**config.mk**
```make
export PLATFORM = sky130hd
export DESIGN_NAME = json_byte_validator_core
export DESIGN_NICKNAME = d
export VERILOG_FILES = /design/src/rtl/jbv_pkg.sv /design/src/rtl/json_byte_validator_core.sv /design/src/rtl/jbv_grammar.sv
export SDC_FILE = /design/constraint.sdc
export NUM_CORES = 1
export LEC_CHECK = 0
export BUFFER_PORTS_ARGS = -buffer_cell sky130_fd_sc_hd__buf_2
export CORE_MARGIN = 5
export CORE_UTILIZATION = 55
export CTS_CLUSTER_DIAMETER = 100
export DETAILED_ROUTE_END_ITERATION = 7
export HOLD_SLACK_MARGIN = 0.1
export PLACE_DENSITY = 0.81
export SYNTH_ARGS = -nofsm -noshare
export SYNTH_HDL_FRONTEND = slang
export SYNTH_SLANG_ARGS = --single-unit
```
**constraint.sdc**
```tcl
create_clock -name clk_i -period 4.3 [get_ports clk_i]
set_input_delay 0.645 -clock clk_i [delete_from_list [all_inputs] [get_ports clk_i]]
set_output_delay 0.645 -clock clk_i [all_outputs]
set_load 0.1 [all_outputs]
```
**src/rtl/jbv_pkg.sv**
```systemverilog
// Types, constants and character helpers for the JSON byte validator.
`default_nettype none

package jbv_pkg;

  localparam int unsigned DEF_MAX_DEPTH = 64;

  // Characters used by the grammar
  localparam logic [7:0] CH_SPACE  = 8'h20;
  localparam logic [7:0] CH_TAB    = 8'h09;
  localparam logic [7:0] CH_LF     = 8'h0A;
  localparam logic [7:0] CH_CR     = 8'h0D;
  localparam logic [7:0] CH_QUOTE  = "\"";
  localparam logic [7:0] CH_BSLASH = "\\";
  localparam logic [7:0] CH_SLASH  = "/";
  localparam logic [7:0] CH_LBRACE = "{";
  localparam logic [7:0] CH_RBRACE = "}";
  localparam logic [7:0] CH_LBRACK = "[";
  localparam logic [7:0] CH_RBRACK = "]";
  localparam logic [7:0] CH_COLON  = ":";
  localparam logic [7:0] CH_COMMA  = ",";
  localparam logic [7:0] CH_MINUS  = "-";
  localparam logic [7:0] CH_PLUS   = "+";
  localparam logic [7:0] CH_DOT    = ".";
  localparam logic [7:0] CH_ZERO   = "0";
  localparam logic [7:0] CH_ONE    = "1";
  localparam logic [7:0] CH_NINE   = "9";

  typedef enum logic [1:0] {
    CMD_FEED    = 2'd0,
    CMD_PROBE   = 2'd1,
    CMD_RESTART = 2'd2
  } cmd_e;

  typedef enum logic [2:0] {
    EX_VALUE          = 3'd0,
    EX_ARR_VAL_OR_END = 3'd1,
    EX_KEY_OR_END     = 3'd2,
    EX_KEY            = 3'd3,
    EX_COLON          = 3'd4,
    EX_OBJ_NEXT       = 3'd5,
    EX_ARR_NEXT       = 3'd6,
    EX_END            = 3'd7
  } expect_e;

  typedef enum logic [2:0] {
    SC_NONE = 3'd0,
    SC_STR  = 3'd1,
    SC_ESC  = 3'd2,
    SC_HEX  = 3'd3,
    SC_LIT  = 3'd4,
    SC_NUM  = 3'd5
  } scalar_e;

  typedef enum logic [2:0] {
    NP_SIGN       = 3'd0,
    NP_INT_ZERO   = 3'd1,
    NP_INT_DIGITS = 3'd2,
    NP_FRAC_DOT   = 3'd3,
    NP_FRAC_DIGITS = 3'd4,
    NP_EXP_START  = 3'd5,
    NP_EXP_SIGN   = 3'd6,
    NP_EXP_DIGITS = 3'd7
  } nphase_e;

  typedef enum logic [1:0] {
    LIT_TRUE  = 2'd0,
    LIT_FALSE = 2'd1,
    LIT_NULL  = 2'd2
  } lit_e;

  // Input and result words
  typedef struct packed {
    logic [1:0] cmd;
    logic [7:0] data_byte;
  } in_word_t;

  typedef struct packed {
    logic       accepted;
    logic       complete;
    logic [6:0] nest_level;
  } out_word_t;

  // Scalar grammar state; top_kind caches the innermost container (1 = object)
  typedef struct packed {
    expect_e    expect_mode;
    scalar_e    scalar_kind;
    nphase_e    number_phase;
    logic [2:0] hex_left;
    lit_e       literal_which;
    logic [2:0] literal_pos;
    logic       in_key;
    logic       top_kind;
  } gstate_t;

  localparam gstate_t GSTATE_RESET = '{
    expect_mode:   EX_VALUE,
    scalar_kind:   SC_NONE,
    number_phase:  NP_SIGN,
    hex_left:      3'd0,
    literal_which: LIT_TRUE,
    literal_pos:   3'd0,
    in_key:        1'b0,
    top_kind:      1'b0
  };

  // Stack write request from the grammar to the kind memory
  typedef struct packed {
    logic push;
    logic kind;
  } stack_op_t;

  function automatic logic is_ws(logic [7:0] b);
    return (b == CH_SPACE) || (b == CH_TAB) || (b == CH_LF) || (b == CH_CR);
  endfunction

  function automatic logic is_dig(logic [7:0] b);
    return (b >= CH_ZERO) && (b <= CH_NINE);
  endfunction

  function automatic logic is_hexd(logic [7:0] b);
    return is_dig(b) || ((b >= "a") && (b <= "f")) || ((b >= "A") && (b <= "F"));
  endfunction

  function automatic logic terminable(nphase_e p);
    return (p == NP_INT_ZERO) || (p == NP_INT_DIGITS) ||
           (p == NP_FRAC_DIGITS) || (p == NP_EXP_DIGITS);
  endfunction

  function automatic logic [2:0] lit_len(lit_e w);
    logic [2:0] n;
    unique case (w)
      LIT_TRUE:  n = 3'd4;
      LIT_FALSE: n = 3'd5;
      LIT_NULL:  n = 3'd4;
      default:   n = 3'd0;
    endcase
    return n;
  endfunction

  function automatic logic [7:0] lit_char(lit_e w, logic [2:0] pos);
    logic [7:0] c;
    c = 8'h00;
    unique case (w)
      LIT_TRUE: begin
        unique case (pos)
          3'd0: c = "t";
          3'd1: c = "r";
          3'd2: c = "u";
          3'd3: c = "e";
          default: c = 8'h00;
        endcase
      end
      LIT_FALSE: begin
        unique case (pos)
          3'd0: c = "f";
          3'd1: c = "a";
          3'd2: c = "l";
          3'd3: c = "s";
          3'd4: c = "e";
          default: c = 8'h00;
        endcase
      end
      LIT_NULL: begin
        unique case (pos)
          3'd0: c = "n";
          3'd1: c = "u";
          3'd2: c = "l";
          3'd3: c = "l";
          default: c = 8'h00;
        endcase
      end
      default: c = 8'h00;
    endcase
    return c;
  endfunction

  // Closed top-level value, or a bare top-level number that may end here
  function automatic logic is_complete(gstate_t s, logic lvl_zero);
    return (s.expect_mode == EX_END) ||
           (lvl_zero && (s.scalar_kind == SC_NUM) && terminable(s.number_phase));
  endfunction

endpackage

`default_nettype wire

```
**src/rtl/json_byte_validator_core.sv**
```systemverilog
// Top level of the streaming JSON byte validator.
//
//   channel   direction   handshake                 word
//   in        to core     in_valid_i / in_ready_o   in_word_t: cmd, data_byte
//   out       from core   out_valid_o / out_ready_i out_word_t: accepted, complete, nest_level
//   cfg       to core     cfg_we_i                  cfg_wdata_i: allow_whitespace
//
// One byte per cycle while the output is not stalled; its result is registered into the
// output register on accept. The container-kind memory is read every cycle at the entry
// below the new top, so a close never waits.
// Reset needs no clearing pass: only entries below the stack level are ever used.
// A stalled output word holds the input off; no more than one word is ever held.
`default_nettype none

module json_byte_validator_core
  import jbv_pkg::*;
#(
  parameter int unsigned MAX_DEPTH = DEF_MAX_DEPTH
) (
  input  logic      clk_i,
  input  logic      rst_ni,
  input  logic      cfg_we_i,
  input  logic      cfg_wdata_i,
  input  logic      in_valid_i,
  output logic      in_ready_o,
  input  in_word_t  in_word_i,
  output logic      out_valid_o,
  input  logic      out_ready_i,
  output out_word_t out_word_o
);

  localparam int unsigned LW = $clog2(MAX_DEPTH + 1);
  localparam int unsigned AW = (MAX_DEPTH > 1) ? $clog2(MAX_DEPTH) : 1;

  logic          ws_q;
  gstate_t       st_q, st_d;
  logic [LW-1:0] level_q, level_d;
  logic [LW-1:0] lvl_below;
  logic          second_q;
  logic          kind_mem [MAX_DEPTH];

  logic          g_ok;
  gstate_t       g_st;
  logic [LW-1:0] g_level;
  stack_op_t     g_stk;

  logic          accept, restart, commit;
  logic          out_valid_q;
  out_word_t     out_word_q, out_word_d;

  // Handshake: accept whenever the output register is free or draining
  assign in_ready_o = !out_valid_q || out_ready_i;
  assign accept     = in_valid_i && in_ready_o;
  assign restart    = (in_word_i.cmd == CMD_RESTART);
  assign commit     = accept && (in_word_i.cmd == CMD_FEED) && g_ok;

  jbv_grammar #(
    .MAX_DEPTH (MAX_DEPTH),
    .LW        (LW)
  ) u_grammar (
    .st_i          (st_q),
    .level_i       (level_q),
    .second_kind_i (second_q),
    .byte_i        (in_word_i.data_byte),
    .ws_en_i       (ws_q),
    .ok_o          (g_ok),
    .st_o          (g_st),
    .level_o       (g_level),
    .stk_o         (g_stk)
  );

  // Next grammar state
  always_comb begin
    st_d    = st_q;
    level_d = level_q;
    if (accept && restart) begin
      st_d    = GSTATE_RESET;
      level_d = '0;
    end else if (commit) begin
      st_d    = g_st;
      level_d = g_level;
    end
  end

  // Result word reports the state held after the step
  always_comb begin
    out_word_d.accepted   = restart ? 1'b1 : g_ok;
    out_word_d.complete   = is_complete(st_d, level_d == '0);
    out_word_d.nest_level = 7'(level_d);
  end

  // Control registers
  always_ff @(posedge clk_i or negedge rst_ni) begin
    if (!rst_ni) begin
      ws_q        <= 1'b1;
      st_q        <= GSTATE_RESET;
      level_q     <= '0;
      out_valid_q <= 1'b0;
    end else begin
      if (cfg_we_i) ws_q <= cfg_wdata_i;
      st_q    <= st_d;
      level_q <= level_d;
      if (accept) begin
        out_valid_q <= 1'b1;
      end else if (out_ready_i) begin
        out_valid_q <= 1'b0;
      end
    end
  end

  // Output payload register
  always_ff @(posedge clk_i) begin
    if (accept) out_word_q <= out_word_d;
  end

  // Kind memory: push writes the new top, read prefetches the entry below the next top
  assign lvl_below = level_d - LW'(2);

  always_ff @(posedge clk_i) begin
    if (commit && g_stk.push) kind_mem[level_q[AW-1:0]] <= g_stk.kind;
    second_q <= kind_mem[lvl_below[AW-1:0]];
  end

  assign out_valid_o = out_valid_q;
  assign out_word_o  = out_word_q;

endmodule

`default_nettype wire

```
**src/rtl/jbv_grammar.sv**
```systemverilog
// Next-state logic of the JSON grammar for one byte.
`default_nettype none

module jbv_grammar
  import jbv_pkg::*;
#(
  parameter int unsigned MAX_DEPTH = DEF_MAX_DEPTH,
  parameter int unsigned LW        = $clog2(DEF_MAX_DEPTH + 1)
) (
  input  gstate_t         st_i,
  input  logic [LW-1:0]   level_i,
  input  logic            second_kind_i,
  input  logic [7:0]      byte_i,
  input  logic            ws_en_i,
  output logic            ok_o,
  output gstate_t         st_o,
  output logic [LW-1:0]   level_o,
  output stack_op_t       stk_o
);

  typedef struct packed {
    logic          ok;
    gstate_t       st;
    logic [LW-1:0] lvl;
    stack_op_t     stk;
  } step_t;

  typedef struct packed {
    logic    ok;
    nphase_e phase;
  } nx_t;

  // After a value ends: top level is done, else expect a separator
  function automatic gstate_t value_done(gstate_t s, logic [LW-1:0] lvl);
    gstate_t r;
    r = s;
    if (lvl == '0) begin
      r.expect_mode = EX_END;
    end else begin
      r.expect_mode = s.top_kind ? EX_OBJ_NEXT : EX_ARR_NEXT;
    end
    return r;
  endfunction

  function automatic step_t open_c(step_t t, logic is_obj);
    step_t r;
    r = t;
    if (t.lvl == LW'(MAX_DEPTH)) begin
      r.ok = 1'b0;
    end else begin
      r.ok             = 1'b1;
      r.stk.push       = 1'b1;
      r.stk.kind       = is_obj;
      r.st.top_kind    = is_obj;
      r.lvl            = t.lvl + LW'(1);
      r.st.expect_mode = is_obj ? EX_KEY_OR_END : EX_ARR_VAL_OR_END;
    end
    return r;
  endfunction

  // Pop: the entry below the top becomes the new top
  function automatic step_t close_c(step_t t, logic second);
    step_t r;
    r = t;
    if (t.lvl == '0) begin
      r.ok = 1'b0;
    end else begin
      r.ok          = 1'b1;
      r.lvl         = t.lvl - LW'(1);
      r.st.top_kind = second;
      r.st          = value_done(r.st, r.lvl);
    end
    return r;
  endfunction

  function automatic step_t start_value(step_t t, logic [7:0] b);
    step_t r;
    r    = t;
    r.ok = 1'b1;
    unique case (b)
      CH_QUOTE: begin
        r.st.scalar_kind = SC_STR;
        r.st.in_key      = 1'b0;
      end
      CH_LBRACE: r = open_c(t, 1'b1);
      CH_LBRACK: r = open_c(t, 1'b0);
      "t": begin
        r.st.scalar_kind   = SC_LIT;
        r.st.literal_which = LIT_TRUE;
        r.st.literal_pos   = 3'd1;
      end
      "f": begin
        r.st.scalar_kind   = SC_LIT;
        r.st.literal_which = LIT_FALSE;
        r.st.literal_pos   = 3'd1;
      end
      "n": begin
        r.st.scalar_kind   = SC_LIT;
        r.st.literal_which = LIT_NULL;
        r.st.literal_pos   = 3'd1;
      end
      CH_MINUS: begin
        r.st.scalar_kind  = SC_NUM;
        r.st.number_phase = NP_SIGN;
      end
      CH_ZERO: begin
        r.st.scalar_kind  = SC_NUM;
        r.st.number_phase = NP_INT_ZERO;
      end
      default: begin
        if ((b >= CH_ONE) && (b <= CH_NINE)) begin
          r.st.scalar_kind  = SC_NUM;
          r.st.number_phase = NP_INT_DIGITS;
        end else begin
          r.ok = 1'b0;
        end
      end
    endcase
    return r;
  endfunction

  // Structural bytes and whitespace outside any scalar
  function automatic step_t between(step_t t, logic [7:0] b, logic second, logic ws);
    step_t r;
    r    = t;
    r.ok = 1'b0;
    if (is_ws(b)) begin
      r.ok = ws;
    end else begin
      unique case (t.st.expect_mode)
        EX_VALUE: r = start_value(t, b);
        EX_ARR_VAL_OR_END: begin
          if (b == CH_RBRACK) r = close_c(t, second);
          else r = start_value(t, b);
        end
        EX_KEY_OR_END, EX_KEY: begin
          if ((t.st.expect_mode == EX_KEY_OR_END) && (b == CH_RBRACE)) begin
            r = close_c(t, second);
          end else if (b == CH_QUOTE) begin
            r.ok             = 1'b1;
            r.st.scalar_kind = SC_STR;
            r.st.in_key      = 1'b1;
          end
        end
        EX_COLON: begin
          if (b == CH_COLON) begin
            r.ok             = 1'b1;
            r.st.expect_mode = EX_VALUE;
          end
        end
        EX_OBJ_NEXT: begin
          if (b == CH_COMMA) begin
            r.ok             = 1'b1;
            r.st.expect_mode = EX_KEY;
          end else if (b == CH_RBRACE) begin
            r = close_c(t, second);
          end
        end
        EX_ARR_NEXT: begin
          if (b == CH_COMMA) begin
            r.ok             = 1'b1;
            r.st.expect_mode = EX_VALUE;
          end else if (b == CH_RBRACK) begin
            r = close_c(t, second);
          end
        end
        EX_END: r.ok = 1'b0;
      endcase
    end
    return r;
  endfunction

  // Number automaton
  function automatic nx_t num_ext(nphase_e p, logic [7:0] b);
    nx_t  r;
    logic is_e;
    is_e    = (b == "e") || (b == "E");
    r.ok    = 1'b0;
    r.phase = p;
    unique case (p)
      NP_SIGN: begin
        if (b == CH_ZERO) begin
          r.ok = 1'b1; r.phase = NP_INT_ZERO;
        end else if ((b >= CH_ONE) && (b <= CH_NINE)) begin
          r.ok = 1'b1; r.phase = NP_INT_DIGITS;
        end
      end
      NP_INT_ZERO, NP_INT_DIGITS: begin
        if ((p == NP_INT_DIGITS) && is_dig(b)) begin
          r.ok = 1'b1;
        end else if (b == CH_DOT) begin
          r.ok = 1'b1; r.phase = NP_FRAC_DOT;
        end else if (is_e) begin
          r.ok = 1'b1; r.phase = NP_EXP_START;
        end
      end
      NP_FRAC_DOT: begin
        if (is_dig(b)) begin
          r.ok = 1'b1; r.phase = NP_FRAC_DIGITS;
        end
      end
      NP_FRAC_DIGITS: begin
        if (is_dig(b)) begin
          r.ok = 1'b1;
        end else if (is_e) begin
          r.ok = 1'b1; r.phase = NP_EXP_START;
        end
      end
      NP_EXP_START: begin
        if ((b == CH_PLUS) || (b == CH_MINUS)) begin
          r.ok = 1'b1; r.phase = NP_EXP_SIGN;
        end else if (is_dig(b)) begin
          r.ok = 1'b1; r.phase = NP_EXP_DIGITS;
        end
      end
      NP_EXP_SIGN: begin
        if (is_dig(b)) begin
          r.ok = 1'b1; r.phase = NP_EXP_DIGITS;
        end
      end
      NP_EXP_DIGITS: r.ok = is_dig(b);
    endcase
    return r;
  endfunction

  step_t step;
  nx_t   nx;

  // One byte through the scalar-level dispatch
  always_comb begin
    step.ok  = 1'b0;
    step.st  = st_i;
    step.lvl = level_i;
    step.stk = '0;
    nx       = num_ext(st_i.number_phase, byte_i);
    unique case (st_i.scalar_kind)
      SC_NONE: step = between(step, byte_i, second_kind_i, ws_en_i);
      SC_STR: begin
        if (byte_i == CH_QUOTE) begin
          step.ok             = 1'b1;
          step.st.scalar_kind = SC_NONE;
          if (st_i.in_key) begin
            step.st.in_key      = 1'b0;
            step.st.expect_mode = EX_COLON;
          end else begin
            step.st = value_done(step.st, step.lvl);
          end
        end else if (byte_i == CH_BSLASH) begin
          step.ok             = 1'b1;
          step.st.scalar_kind = SC_ESC;
        end else begin
          step.ok = (byte_i >= CH_SPACE);
        end
      end
      SC_ESC: begin
        if ((byte_i == CH_QUOTE) || (byte_i == CH_BSLASH) || (byte_i == CH_SLASH) ||
            (byte_i == "b") || (byte_i == "f") || (byte_i == "n") ||
            (byte_i == "r") || (byte_i == "t")) begin
          step.ok             = 1'b1;
          step.st.scalar_kind = SC_STR;
        end else if (byte_i == "u") begin
          step.ok             = 1'b1;
          step.st.scalar_kind = SC_HEX;
          step.st.hex_left    = 3'd4;
        end
      end
      SC_HEX: begin
        if (is_hexd(byte_i)) begin
          step.ok = 1'b1;
          if (st_i.hex_left <= 3'd1) begin
            step.st.hex_left    = 3'd0;
            step.st.scalar_kind = SC_STR;
          end else begin
            step.st.hex_left = st_i.hex_left - 3'd1;
          end
        end
      end
      SC_LIT: begin
        if ((st_i.literal_pos < lit_len(st_i.literal_which)) &&
            (byte_i == lit_char(st_i.literal_which, st_i.literal_pos))) begin
          step.ok             = 1'b1;
          step.st.literal_pos = st_i.literal_pos + 3'd1;
          if (step.st.literal_pos == lit_len(st_i.literal_which)) begin
            step.st.scalar_kind = SC_NONE;
            step.st             = value_done(step.st, step.lvl);
          end
        end
      end
      SC_NUM: begin
        if (nx.ok) begin
          step.ok              = 1'b1;
          step.st.number_phase = nx.phase;
        end else if (terminable(st_i.number_phase)) begin
          // number ends here; the byte is judged as a token that follows it
          step.st.scalar_kind = SC_NONE;
          step.st             = value_done(step.st, step.lvl);
          step                = between(step, byte_i, second_kind_i, ws_en_i);
        end
      end
      default: step.ok = 1'b0;
    endcase
  end

  assign ok_o    = step.ok;
  assign st_o    = step.st;
  assign level_o = step.lvl;
  assign stk_o   = step.stk;

endmodule

`default_nettype wire

```
* After elaboration in Yosys (flattened, before gate mapping)
Memory sizes are Yosys's and may differ from the RTL's. A register that Yosys moved wholly into a read port is not among the register bits.
Cells that the tools add are included.
** Storage, ports and cells
- Register bits after elaboration :: 37
- Bits in writable memories :: 64
- Bits of input ports :: 16
- Output and inout bits :: 11
- Logic and storage cells :: 353
- Memories :: 1
** Memory list
- kind_mem :: words 64, bits a word 1, read ports 1, clocked after memory_dff 1, write ports 1, RTL line json_byte_validator_core.sv:40 : logic kind_mem [MAX_DEPTH];
** Operators by class
- Add/subtract/negate cells :: 5
- $lt $le $gt $ge :: 10
- Equal/unequal tests :: 96
- Muxes and demuxes :: 158
- Reduce and logical (&&, ||, !) cells :: 69
** Operators with widths (count)
- $mux W29 :: 19
- $pmux W25 S5 :: 2
- $eq A8 B7 Y1 const B :: 13
- $mux W3 :: 34
- $mux W25 :: 4
- $pmux W3 S6 :: 5
- $mux W26 :: 3
- $mux W19 :: 4
- $eq A8 B6 Y1 const B :: 9
- $mux W6 :: 10
- $pmux W3 S4 :: 5
- $eq A3 B3 Y1 const B :: 19
- $mux W28 :: 2
- $pmux W7 S4 :: 2
- $mux W4 :: 13
- $mux W10 :: 4
- $reduce_and A20 Y1 :: 2
- $pmux W7 S5 :: 1
- $eq A3 B2 Y1 const B :: 11
- $ne A4 B3 Y1 const B :: 8
- $pmux W3 S3 :: 3
- $reduce_and A27 Y1 :: 1
- $mux W1 :: 25
- $eq A8 B4 Y1 const B :: 3
- 53 further kinds :: 136

* Depth between registers and ports, before layout
Gate-level depths: netlist (run 1).
- Depth after elaboration :: 31
- Gate-level depth with buffers :: 22
- Mapped depth without buffers :: 18

* Hierarchy
A second synthesis (run 1) with hierarchy kept.
** Second synthesis, totals
- Cells, all modules :: 917
- Area total of the unflattened synthesis :: 7843.8 um^2
** By module, submodules not included
- json_byte_validator_core :: times used 1, cells an instance 368, area each 4526.8 um^2, sequential area each 2914.0 um^2
- jbv_grammar :: times used 1, cells an instance 549, area each 3316.9 um^2, sequential area each 0.0 um^2

* Worst setup path before layout (run 1)
Ideal clock, no wire load.
- Path kind :: register to register
- From :: reg out_valid_q, in the netlist out_valid_o
- To :: reg second_q (read register of kind_mem)
- Library setup time :: 129 ps
- Arrival time :: 4952 ps
- Data required time :: 4171 ps
- Slack :: -780 ps
- Cell stages (with the launch flop) :: 16
- Buffers on the path :: 1
- Period minus slack after synthesis :: 5080 ps
- Cells stage by stage :: dfrtp_1 -> nand2b_1 -> nand2_1 -> nor3_1 -> a21boi_0 -> o21ai_0 -> o21bai_1 -> a32o_1 -> buf_2 -> inv_2 -> ha_1 -> or4b_1 -> xor2_1 -> a311oi_1 -> a221oi_1 -> a22oi_2
** Between the ends
- Word-level cells in the longest chain between the ends :: 8
- Elaborated cells between the ends (all ways) :: 9
- Classes of those cells :: 1 x add/sub; 2 x mux; 6 x reduce/logical
** Ends and longest elaborated chain
- start: declaration :: RTL line json_byte_validator_core.sv:48 : logic out_valid_q;
- start signal: assignment :: RTL line json_byte_validator_core.sv:98 : out_valid_q <= 1'b0;
- start signal: assignment :: RTL line json_byte_validator_core.sv:104 : out_valid_q <= 1'b1;
- start signal: assignment :: RTL line json_byte_validator_core.sv:106 : out_valid_q <= 1'b0;
- $logic_not A1 Y1 (*) :: RTL line json_byte_validator_core.sv:52 : assign in_ready_o = !out_valid_q || out_ready_i;
- $logic_or A1 B1 Y1 (*) :: RTL line json_byte_validator_core.sv:52
- net in_ready_o :: RTL line json_byte_validator_core.sv:25 : output logic in_ready_o,
- $logic_and A1 B1 Y1 (*) :: RTL line json_byte_validator_core.sv:53 : assign accept = in_valid_i && in_ready_o;
- $logic_and A1 B1 Y1 (2 in series) :: RTL line json_byte_validator_core.sv:55 : assign commit = accept && (in_word_i.cmd == CMD_FEED) && g_ok;
- $mux W7 :: RTL line json_byte_validator_core.sv:79 : end else if (commit) begin
- $mux W7 (*) :: RTL line json_byte_validator_core.sv:76 : if (accept && restart) begin
- net level_d[1] :: RTL line json_byte_validator_core.sv:37 : logic [LW-1:0] level_q, level_d;
- $sub A6 B2 Y6 (*) :: RTL line json_byte_validator_core.sv:117 : assign lvl_below = level_d - LW'(2);
- end: declaration :: RTL line json_byte_validator_core.sv:39 : logic second_q;
The timed path passes the listed nets; every way through them passes the cells marked *.
A chain may end at the register's enable or synchronous reset.

* Final worst setup path (run 1)
- From :: reg st_q[2] in the netlist's numbering
- To :: reg second_q (read register of kind_mem)
** Between the ends
- Word-level cells in the longest chain between the ends :: 13
- Elaborated cells between the ends (all ways) :: 20
- Classes of those cells :: 1 x add/sub; 1 x order compare; 5 x eq/ne; 9 x mux; 4 x reduce/logical
** Ends and longest elaborated chain
- start: declaration :: RTL line json_byte_validator_core.sv:36 : gstate_t st_q, st_d;
- start signal: assignment :: RTL line json_byte_validator_core.sv:101 : st_q <= st_d;
- $eq A3 B2 Y1 :: RTL line jbv_pkg.sv:146, jbv_pkg.sv:155, jbv_pkg.sv:165
- $reduce_or A2 Y1 (no source line)
- $pmux W7 S3 :: RTL line jbv_pkg.sv:165 : unique case (pos)
- $pmux W8 S3 :: RTL line jbv_pkg.sv:144 : unique case (w)
- $mux W8 :: RTL line jbv_grammar.sv:236 : unique case (st_i.scalar_kind)
- $eq A8 B8 Y1 :: RTL line jbv_grammar.sv:280 : (byte_i == lit_char(st_i.literal_which, st_i.literal_pos))) begin
- $logic_and A1 B1 Y1 (*) :: RTL line jbv_grammar.sv:279 : if ((st_i.literal_pos < lit_len(st_i.literal_which)) &&
- $mux W20 (*) :: RTL line jbv_grammar.sv:279
- $pmux W1 S6 (*) :: RTL line jbv_grammar.sv:236
- $logic_and A1 B1 Y1 (*) :: RTL line json_byte_validator_core.sv:55
- $mux W7 (*) :: RTL line json_byte_validator_core.sv:79
- $mux W7 (*) :: RTL line json_byte_validator_core.sv:76
- $sub A6 B2 Y6 (*) :: RTL line json_byte_validator_core.sv:117
Mark *: on every way between the ends. The rest lies on a longest branch, timed or not. The select of a mux whose other input is x is not followed.

==> results of run 1 <==
==> worst max-delay path by stage <==
stage,start,end,slack [ns],cells after the start
5_1_grt,st_q[2],second_q,-0.06,15
3_5_place_dp,in_word_i[4],second_q,-0.23,16
4_1_cts,st_q[2],second_q,0.1,14
6_report,st_q[2],second_q,0.13,15
3_3_place_gp,in_word_i[5],second_q,-0.11,18
2_1_floorplan,out_valid_o,second_q,-0.41,15
==> per-stage QoR <==
| stage | TNS [ns] | hold slack, ns | power [W] |
|---|---|---|---|
| CTS | 0 | 0.361 | 0.00279 |
| global placement | -0.139 | 0.466 | 0.00195 |
| global route | -0.182 | 0.403 | 0.00292 |
| finish | 0 | 0.336 | 0.00282 |
| floorplan | -0.413 | 0.349 | 0.00165 |
| detailed placement | -0.591 | 0.478 | 0.00196 |
==> where the power goes <==
group / total (W) / internal, W / leakage, nW / switching, W
registers: 0.00110 / 0.00107 / 1.17 / 0.0000348
logic: 0.000877 / 0.000326 / 2.62 / 0.000551
clock network: 0.000838 / 0.000416 / 0.150 / 0.000422
==> area by class of cell <==
| cell class | instances | area (sq um) |
|---|---|---|
| Inverter | 27 | 101 |
| Tap cell | 184 | 230 |
| Timing Repair Buffer | 198 | 1450 |
| Multi-Input combinational cell | 750 | 4830 |
| Clock buffer | 9 | 225 |
| Fill cell | 1160 | 4650 |
| Clock inverter | 7 | 81.3 |
| Sequential cell | 102 | 2910 |
==> placed cells by master, fill, tap and decap left out, types with 17 or more instances in the layout <==
cell,netlist,layout
a21oi_1,46,45
nor3_1,25,23
mux2i_1,22,22
edfxtp_1,73,73
buf_4,2,169
nand2b_1,26,25
buf_2,19,26
o21ai_0,71,70
nand2_1,72,72
inv_1,25,24
nand3_1,24,24
and3_1,17,17
nor2_1,135,135
dfrtp_1,27,27
==> per-layer routing <==
layer  vias to the layer above  global-route usage, %  part of all wire (%)
li1                       3842                      -                     -
met4                         0                   17.8                   6.0
met2                       461                   50.0                    48
met3                       117                   4.24                   7.4
met5                         -                      0                     0
met1                      3910                   38.6                    39
==> worst max-delay path, stage by stage (launching register included) <==
cell and delay [ns]:
dfrtp_1 0.41, inv_1 0.12, ha_1 0.28, or3_1 0.37
a21oi_1 0.15, o22ai_1 0.12, mux2i_1 0.14, or4_4 0.54
nor4_4 0.23, buf_4 0.20, o211ai_4 0.11, nand2_8 0.20
mux2i_1 0.12, mux4_2 0.48, mux4_2 0.49, a22oi_2 0.13
==> kinds of logic (layout without fill, tap and decap cells) <==
| logic type | count (synthesis) | after routing | share of synthesized area (%) |
|---|---|---|---|
| compound gates | 269 | 269 | 22.4 |
| xor+xnor | 21 | 21 | 2.45 |
| fa+ha+maj | 14 | 14 | 2.17 |
| buf+inv | 101 | 241 | 5.36 |
| flops | 102 | 102 | 36.1 |
| mux | 29 | 29 | 4.40 |
| simple gates | 417 | 417 | 27.2 |
==> flip-flops by register name, indices dropped and copies added (netlist names) <==
signal,flops
level_q,7
kind_mem,64
second_q,1
out_word_o,9
st_q,19
ws_q,1
out_valid_o,1
==> what timing repair did <==
item | in CTS | in global routing
endpoints found under the setup margin | 0 | 19
endpoints found under the hold margin | 0 | 0
buffers inserted | 0 | 1
resized for setup | 0 | 21
==> impl_results.md, run 1 <==
* Root Buffer: clkbuf_16
* Vias in the first global route at 8042
* Asr flop ratio synth at 27.5%
* Die height at 131 um
* Top_reg_cell synth: edfxtp_1
* CTS Sinks at 102
* Synth top area cells: edfxtp_1 27%, dfrtp_1 8.4%, nor2_1 6.3%, o21ai_0 4.4%, nand2_1 3.3%
* Worst-Skew Late Latency at 0.36 ns
* Post-synthesis cell area at 8070 sq um
* Final setup violation count at 0
* Starting density of the core at 55.8%
* Setup crit start kind: register
* Yosys top cell area share at 27.2%
* Synth area leader: edfxtp_1
* Total CTS buffers at 9
* Status: finished, violations left
* Largest net degree at the start of global routing at 65
* Synth cell types at 95
* Nets at 1118
* Critical path class: reg2reg
* Routed vias at 8330
* Worst slew margin at 49.6%
* Final worst slack at 0.126 ns
* Layout Skew at 0.0117 ns
* 1st-iter DRT viols at 902
* Placer Congestion at 1.03
* Initial antenna violation count at 0
* Layout cells sized above 1 at 24.5%
* Final hold violation count at 0
* DRC Markers at 7
* Site Rows at 44
* Die width at 131 um
* Slew @ Worst Pin at 0.751 ns
* Pwr/cell area at 286 nW/um^2
* Synth cell count leaders: 135 x nor2_1, 73 x edfxtp_1, 72 x nand2_1, 71 x o21ai_0, 48 x clkbuf_1
* Drt pass-1 iters at 8
* RR Startpoint: st_q[2]
* Clock transition at path regs at 0.08 ns
* Placed insts at 1260
* Max frequency at 240 MHz
* Cells after Synth at 953
* DR WL/cell at 21.1 um
* Syn avg cell area at 8.47 sq um
* Layout Cells excl Fill at 1277
* Placed Area at 9430 sq um
* Max Cap Violations at 0
* CTS tree: built
* Final Util at 67.9%
* I/O Pins at 27
* CTS Buffer Depth at 2
* Remaining Overflow, GRT at 0
* CTS H-tree depth at 3
* Core area at 14500 sq um
* VDD IR max at 0.363 mV
* CP Capture Type: register
* Vias per cell at 6.52
* Period minus WS final at 4.17 ns
* Top-count cell post-synth: nor2_1
* Number of flops mapped to enable cells by yosys at 73
* Final HPWL DP at 20400 um
* Reg-to-reg slack, setup at 0.13 ns
* Final max-slew violation count at 0
* Routed Antenna Nets at 0
* Finished Cell Area at 9830 sq um
* Ant. Diodes at 0
* HP Class: in2async
* Hold_buf cts at 0
* Synth-to-layout area growth at 21.8%
* Port buffer count at 26
* Critical path data arrival time at 4.47 ns
* RSZ-0062 raised after global routing: true
* Sequential share of the synthesized area at 36.1%
* Post-placement worst setup slack at -0.226 ns
* GRT Util Overall at 30.6%
* Syn_nets at 983
* Critical R2R Capture: second_q
* Yosys warning total at 0
* First-pass GRT wire length at 42600 um
* Reg2reg path depth at 15
* Final wirelength at 27000 um
* Violated checks: DRC
* Critical Path Fanout Max at 18
* CP required at 4.59 ns
* Crit share post-route at 97.1%
* #FFs+latches synth at 102
* Leakage power total at 3.94 nW
* Die area at 17200 sq um
(Power assumes the default switching activity.)
==> run 2: changes to the inputs <==
- CORE_MARGIN: 5 -> 2
- SYNTH_HIERARCHICAL: default -> 1
==> impl_results.md, run 2 <==
* Layout Skew at 0.0173 ns
* Vias per cell at 6.58
* Status: finished, violations left
* Internal at 0.00175 W
* Final worst slack at -0.282 ns
* Nets at 1109
* Synth top area cells: edfxtp_1 28%, dfrtp_1 8.6%, nor2_1 6.3%, nand2_1 5.0%, mux2i_1 3.3%
* Placer Congestion at 1.02
* Net Switching at 0.000856 W
* Slowest CP cell: mux4_2
* Syn_nets at 947
* Placed insts at 1239
* First-pass GRT wire length at 41600 um
* Critical path data arrival time at 4.87 ns
* Final HPWL DP at 18700 um
* Setup crit start kind: register
* Synth-to-layout area growth at 27.2%
* Starting density of the core at 56.5%
* Die area at 15200 sq um
* Clock transition at path regs at 0.09 ns
* Sw Ratio at 32.8%
* HP Class: in2async
* Clock Power Share at 32.1%
* Yosys warning total at 6
* Slew @ Worst Pin at 0.766 ns
* Commonest cells after routing, fill and taps aside: 178 x buf_4, 129 x nor2_1, 104 x nand2_1, 73 x edfxtp_1, 47 x a21oi_1
* Period minus WS final at 4.58 ns
* Final hold violation count at 0
* Max FFs per register at 64
* GRT Util Overall at 35.7%
* Initial antenna violation count at 0
* Layout cells sized above 1 at 28.4%
* Layout Cells excl Fill at 1265
* Hold_buf cts at 0
* I/O Pins at 27
* Die width at 123 um
* CTS tree: built
* Pwr/cell area at 261 nW/um^2
* Asr flop ratio synth at 27.5%
* Post-placement worst setup slack at -0.496 ns
* CTS Sinks at 102
* Final wirelength at 27200 um
* CP Capture Type: register
* Syn avg cell area at 8.55 sq um
* Worst slew margin at 48.8%
* 1st-iter DRT viols at 1044
* Final setup violation count at 2
* Total CTS buffers at 9
* Worst-Skew Late Latency at 0.37 ns
* Violated checks: setup timing
* VDD IR max at 0.318 mV
* Crit share post-route at 107%
* Final max-slew violation count at 0
* Placed Area at 9330 sq um
* Remaining Overflow, GRT at 0
* Crit path largest cell delay at 0.48 ns
* Sequential share of the synthesized area at 37.2%
* Max Cap Violations at 0
* Site Rows at 43
* Leakage power total at 3.86 nW
* CTS H-tree depth at 3
* Most common library cell in the layout ignoring fill and taps: buf_4
* Routed vias at 8325
* Vias in the first global route at 7875
* Core area at 13900 sq um
* RSZ-0062 raised after global routing: true
* Gate power share at 26.2%
* Critical-path cell list: ha_2 > ha_4 > nor2_1 > a221oi_2 > a31oi_2 > mux2i_1 > nor4_4 > and3_4 > nor4_4 > nand4_1 > nor2b_4 > and3_4 > mux2i_1 > nor2_1 > inv_1 > ha_4 > xnor2_4 > buf_6 > a221oi_2 > a31oi_1 > mux4_2 > a22oi_2
* Top_reg_cell synth: edfxtp_1
* #FFs+latches synth at 102
* Drt pass-1 iters at 6
* Synth cell types at 94
* Total Power at 0.00261 W
* DR WL/cell at 21.5 um
* DRC Markers at 0
* Top-count cell post-synth: nor2_1
* Max frequency at 218 MHz
* Yosys top cell area share at 27.9%
* Finished Cell Area at 9980 sq um
* Fin Hold WS at 0.340 ns
* Root Buffer: clkbuf_16
* Sequential Power Share at 41.7%
* Number of flops mapped to enable cells by yosys at 73
* CTS Buffer Depth at 2
* Post-synthesis cell area at 7840 sq um
* Synth cell count leaders: 132 x nor2_1, 104 x nand2_1, 73 x edfxtp_1, 48 x a21oi_1, 45 x o21ai_0
* CP required at 4.59 ns
* Routed Antenna Nets at 0
* Port buffer count at 26
* Reg-to-reg slack, setup at -0.28 ns
* Critical Path Fanout Max at 8
* Synth area leader: edfxtp_1
* Cells after Synth at 917
* Critical path class: reg2reg
* Die height at 123 um
* Largest net degree at the start of global routing at 65
-- run 2: cell count changes after synthesis, moves of 9 or more --
cell,delta
nand3_1,+9
nor3_1,-10
clkbuf_1,-13
a22o_1,+11
o21ai_0,-26
nand2b_1,-10
nand2_1,+32
o22ai_1,+10
-- run 2: path summary, 6_finish.rpt --
| path | from | end | cells past startpoint |
|---|---|---|---|
| min in group clk_i | in_valid_i | out_valid_o | 2 |
| min reg2reg | st_q[8] | st_q[8] | 1 |
| min | rst_ni | st_q[4] | 1 |
| max in group asynchronous | rst_ni | st_q[2] | 1 |
| max reg2reg | st_q[2] | second_q | 22 |
| max | st_q[2] | second_q | 22 |
-- run 2: layout make-up --
cell class	count	area, sq um
clock inverter	7	66.3
inverter	32	131
tap	180	225
multi-input combinational	721	4790
fill	1001	3900
timing repair buffer	213	1620
sequential	102	2920
antenna	1	2.50
clock buffer	9	225
-- run 2: cells by family (layout without fill, tap and decap cells) --
| family | after synthesis | in the layout | synth area share (%) |
|---|---|---|---|
| AOI/OAI and AO/OA | 242 | 242 | 21.1 |
| xor gates and xnor gates | 17 | 17 | 1.99 |
| adders and majority gates | 14 | 14 | 2.23 |
| buffers and inverters | 94 | 261 | 5.47 |
| DFF | 102 | 102 | 37.2 |
| muxes | 35 | 35 | 5.33 |
| other | 0 | 1 | 0 |
| and+or+nand+nor | 413 | 413 | 26.7 |
-- run 2: stage by stage --
step | setup TNS, ns | util (%)
finish | -0.370 | 71.9
global route | -0.616 | 71.9
CTS | -0.147 | 71.0
detailed placement | -6.87 | 67.2
global placement | -2.70 | 67.2
floorplan | -0.810 | -
-- run 2: metal layers --
metal / share of wire (%) / GRT usage [%]
met1: 38 / 43.9
met2: 48 / 60.5
met3: 8.4 / 5.63
met4: 5.7 / 18.3
met5: 0 / 0
-- run 2: repair_timing --
action / in CTS / in global routing
gates cloned: 1 / 0
setup endpoints to repair: 19 / 17
pin swaps: 18 / 10
gates resized for setup: 38 / 16
setup buffers: 4 / 6
-- run 2: power groups by stage --
stage	clock (W)	sequential [W]	combinational, W
after CTS	0.000825	0.00109	0.000651
final	0.000837	0.00109	0.000682
after global routing	0.000864	0.00109	0.000717
after global placement	0	0.00111	0.000600
after detailed placement	0	0.00111	0.000611
after floorplan	0	0.00114	0.000370
-- run 2: critical path, delay by kind of cell (launching register included) --
family                   cells  cell delay [ns]
AND/OR/NAND/NOR              8             1.35
multiplexers                 3             0.91
AO/OA/AOI/OAI                5             0.75
adder cells (fa/ha/maj)      3             0.59
flip-flops                   1             0.46
buffers and inverters        2             0.25
XOR/XNOR                     1             0.18
==> run 3: changes to the inputs <==
- CTS_BUF_LIST: default -> sky130_fd_sc_hd__clkbuf_8 sky130_fd_sc_hd__clkbuf_16
- PLACE_DENSITY: 0.81 -> 0.78
- clock period: 4.3 -> 5.4 ns (I/O delays scaled with it)
==> impl_results.md, run 3 (same netlist as run 2, synthesis figures left out) <==
* Status: complete, no violations
* Total CTS buffers at 9
* Gr busiest metal: met2
* Crit path largest cell delay at 0.45 ns
* Layout Skew at 0.00826 ns
* Grt met3 use at 8.35%
* Placer Congestion at 1.03
* Placed insts at 1116
* Layout cells sized above 1 at 14.6%
* CTS tree: built
* Layout Cells excl Fill at 1132
* Vias in the first global route at 7123
* Hold_buf cts at 0
* Gate power share at 22.0%
* Commonest cells after routing, fill and taps aside: 130 x nor2_1, 104 x nand2_1, 73 x edfxtp_1, 55 x buf_4, 48 x a21oi_1
* Final setup violation count at 0
* First-pass GRT wire length at 38500 um
* Final HPWL DP at 17800 um
* Final hold violation count at 0
* Slowest CP cell: dfrtp_1
* Sequential Power Share at 42.8%
* Leakage power total at 3.17 nW
* Drt pass-1 iters at 7
* Starting density of the core at 56.5%
* Finished Cell Area at 8650 sq um
* DR WL/cell at 21.9 um
* Final wirelength at 24800 um
* Crit path max-delay family: simple AND/OR/NAND/NOR gates
* Critical-path cell list: inv_1 > ha_1 > nor2_2 > a221oi_1 > a31oi_1 > mux2i_1 > nor4_1 > and3_1 > nor4_1 > nand4_1 > nor2b_2 > and3_1 > mux2i_1 > nor2_1 > inv_1 > ha_1 > xnor2_2 > mux4_2 > and3_1 > o41ai_2 > a22oi_2
* Pwr/cell area at 235 nW/um^2
* Max FFs per register at 64
* DRC Markers at 0
* Placed Area at 8320 sq um
* RSZ-0062 raised after global routing: false
* Routed Antenna Nets at 0
* Critical path data arrival time at 5.29 ns
* Port buffer count at 26
* Die area at 15200 sq um
* Max Cap Violations at 0
* Setup crit start kind: register
* Vias per cell at 6.86
* Critical Path Fanout Max at 6
* Internal at 0.00142 W
* 1st-iter DRT viols at 1106
* Met2 usage at 51.4%
* Clock Power Share at 35.2%
* Remaining Overflow, GRT at 0
* CP required at 5.63 ns
* VDD IR max at 0.243 mV
* Most frequent CP cell: and3_1
* Die width at 123 um
* Worst slew margin at 49.8%
* Site Rows at 43
* Root Buffer: clkbuf_16
* Slew @ Worst Pin at 0.749 ns
* Ant. Diodes at 0
* Most common library cell in the layout ignoring fill and taps: nor2_1
* Setup_tns at 0 ns
* Crit share post-route at 93.7%
* Sw Ratio at 30.3%
* Max frequency at 198 MHz
* Largest net degree at the start of global routing at 65
* GR met1 Demand/Resource at 44.5%
* I/O Pins at 27
* Worst-Skew Late Latency at 0.36 ns
* Critical path class: reg2reg
* Core area at 13900 sq um
* Clock transition at path regs at 0.07 ns
* Period minus WS final at 5.06 ns
* Final max-slew violation count at 0
* CP Capture Type: register
* Synth-to-layout area growth at 10.3%
* Post-CTS sizing at 0
* Initial antenna violation count at 0
* HP Class: in2async
* Nets at 977
* CTS Sinks at 102
* Worst Path Buf+Inv at 2
* Routed vias at 7766
* Die height at 123 um
* CTS H-tree depth at 3
* Fin Hold WS at 0.497 ns
* Post-CTS Setup Inserts at 0
* CTS Buffer Depth at 2
* GRT Util Overall at 33.2%
* Net Switching at 0.000615 W
==> run 3: stage by stage <==
step | setup slack (ns) | total power (W) | utilization, %
4_1_cts | 0.287 | 0.00202 | 62.3
5_1_grt | 0.0341 | 0.00209 | 62.3
3_5_place_dp | 0.149 | 0.00132 | 59.9
2_1_floorplan | 0.00919 | 0.00119 | -
6_report | 0.338 | 0.00203 | 62.3
3_3_place_gp | 0.240 | 0.00131 | 59.9
==> run 3: worst paths after layout <==
check	start	to	slack [ns]	depth (start not counted)
worst max-delay path	st_q[2]	second_q	0.34	21
worst min-delay path	rst_ni	st_q[10]	0.50	1
worst max register to register	st_q[2]	second_q	0.34	21
worst min register to register	st_q[8]	st_q[8]	0.58	1
max in group asynchronous	rst_ni	out_valid_o	4.43	1
min in group clk_i	st_q[8]	st_q[8]	0.58	1
==> run 3: area by class of cell <==
type | count | area, sq um
fillers | 1180 | 5230
multi-input cells | 721 | 4510
flip-flops and latches | 102 | 2910
repair buffers | 81 | 543
clock buffers | 9 | 225
well taps | 180 | 225
inverters | 32 | 128
clock inverters | 7 | 103
==> run 3: power groups by stage <==
stage          logic (W)  clock network [W]  registers (W)
2_1_floorplan   0.000284                  0       0.000910
3_3_place_gp    0.000430                  0       0.000884
3_5_place_dp    0.000434                  0       0.000884
4_1_cts         0.000436           0.000719       0.000867
5_1_grt         0.000476           0.000743       0.000869
6_report        0.000446           0.000716       0.000870
==> run 3: routing by layer <==
layer  wire, um  up-vias  share of wire, %
met1       9730     3640                39
li1           -     3479                 -
met4       1110        0               4.5
met2      11100      526                45
met3       2800      121                11
met5          0        -                 0
==> run 3: worst reg2reg max path: stages, from the launching register on <==
cell	delay, ns
dfrtp_1	0.45
inv_1	0.12
ha_1	0.29
nor2_2	0.22
a221oi_1	0.12
a31oi_1	0.32
mux2i_1	0.32
nor4_1	0.13
and3_1	0.21
nor4_1	0.29
nand4_1	0.19
nor2b_2	0.22
and3_1	0.20
mux2i_1	0.12
nor2_1	0.15
inv_1	0.06
ha_1	0.22
xnor2_2	0.32
mux4_2	0.34
and3_1	0.20
o41ai_2	0.39
a22oi_2	0.07
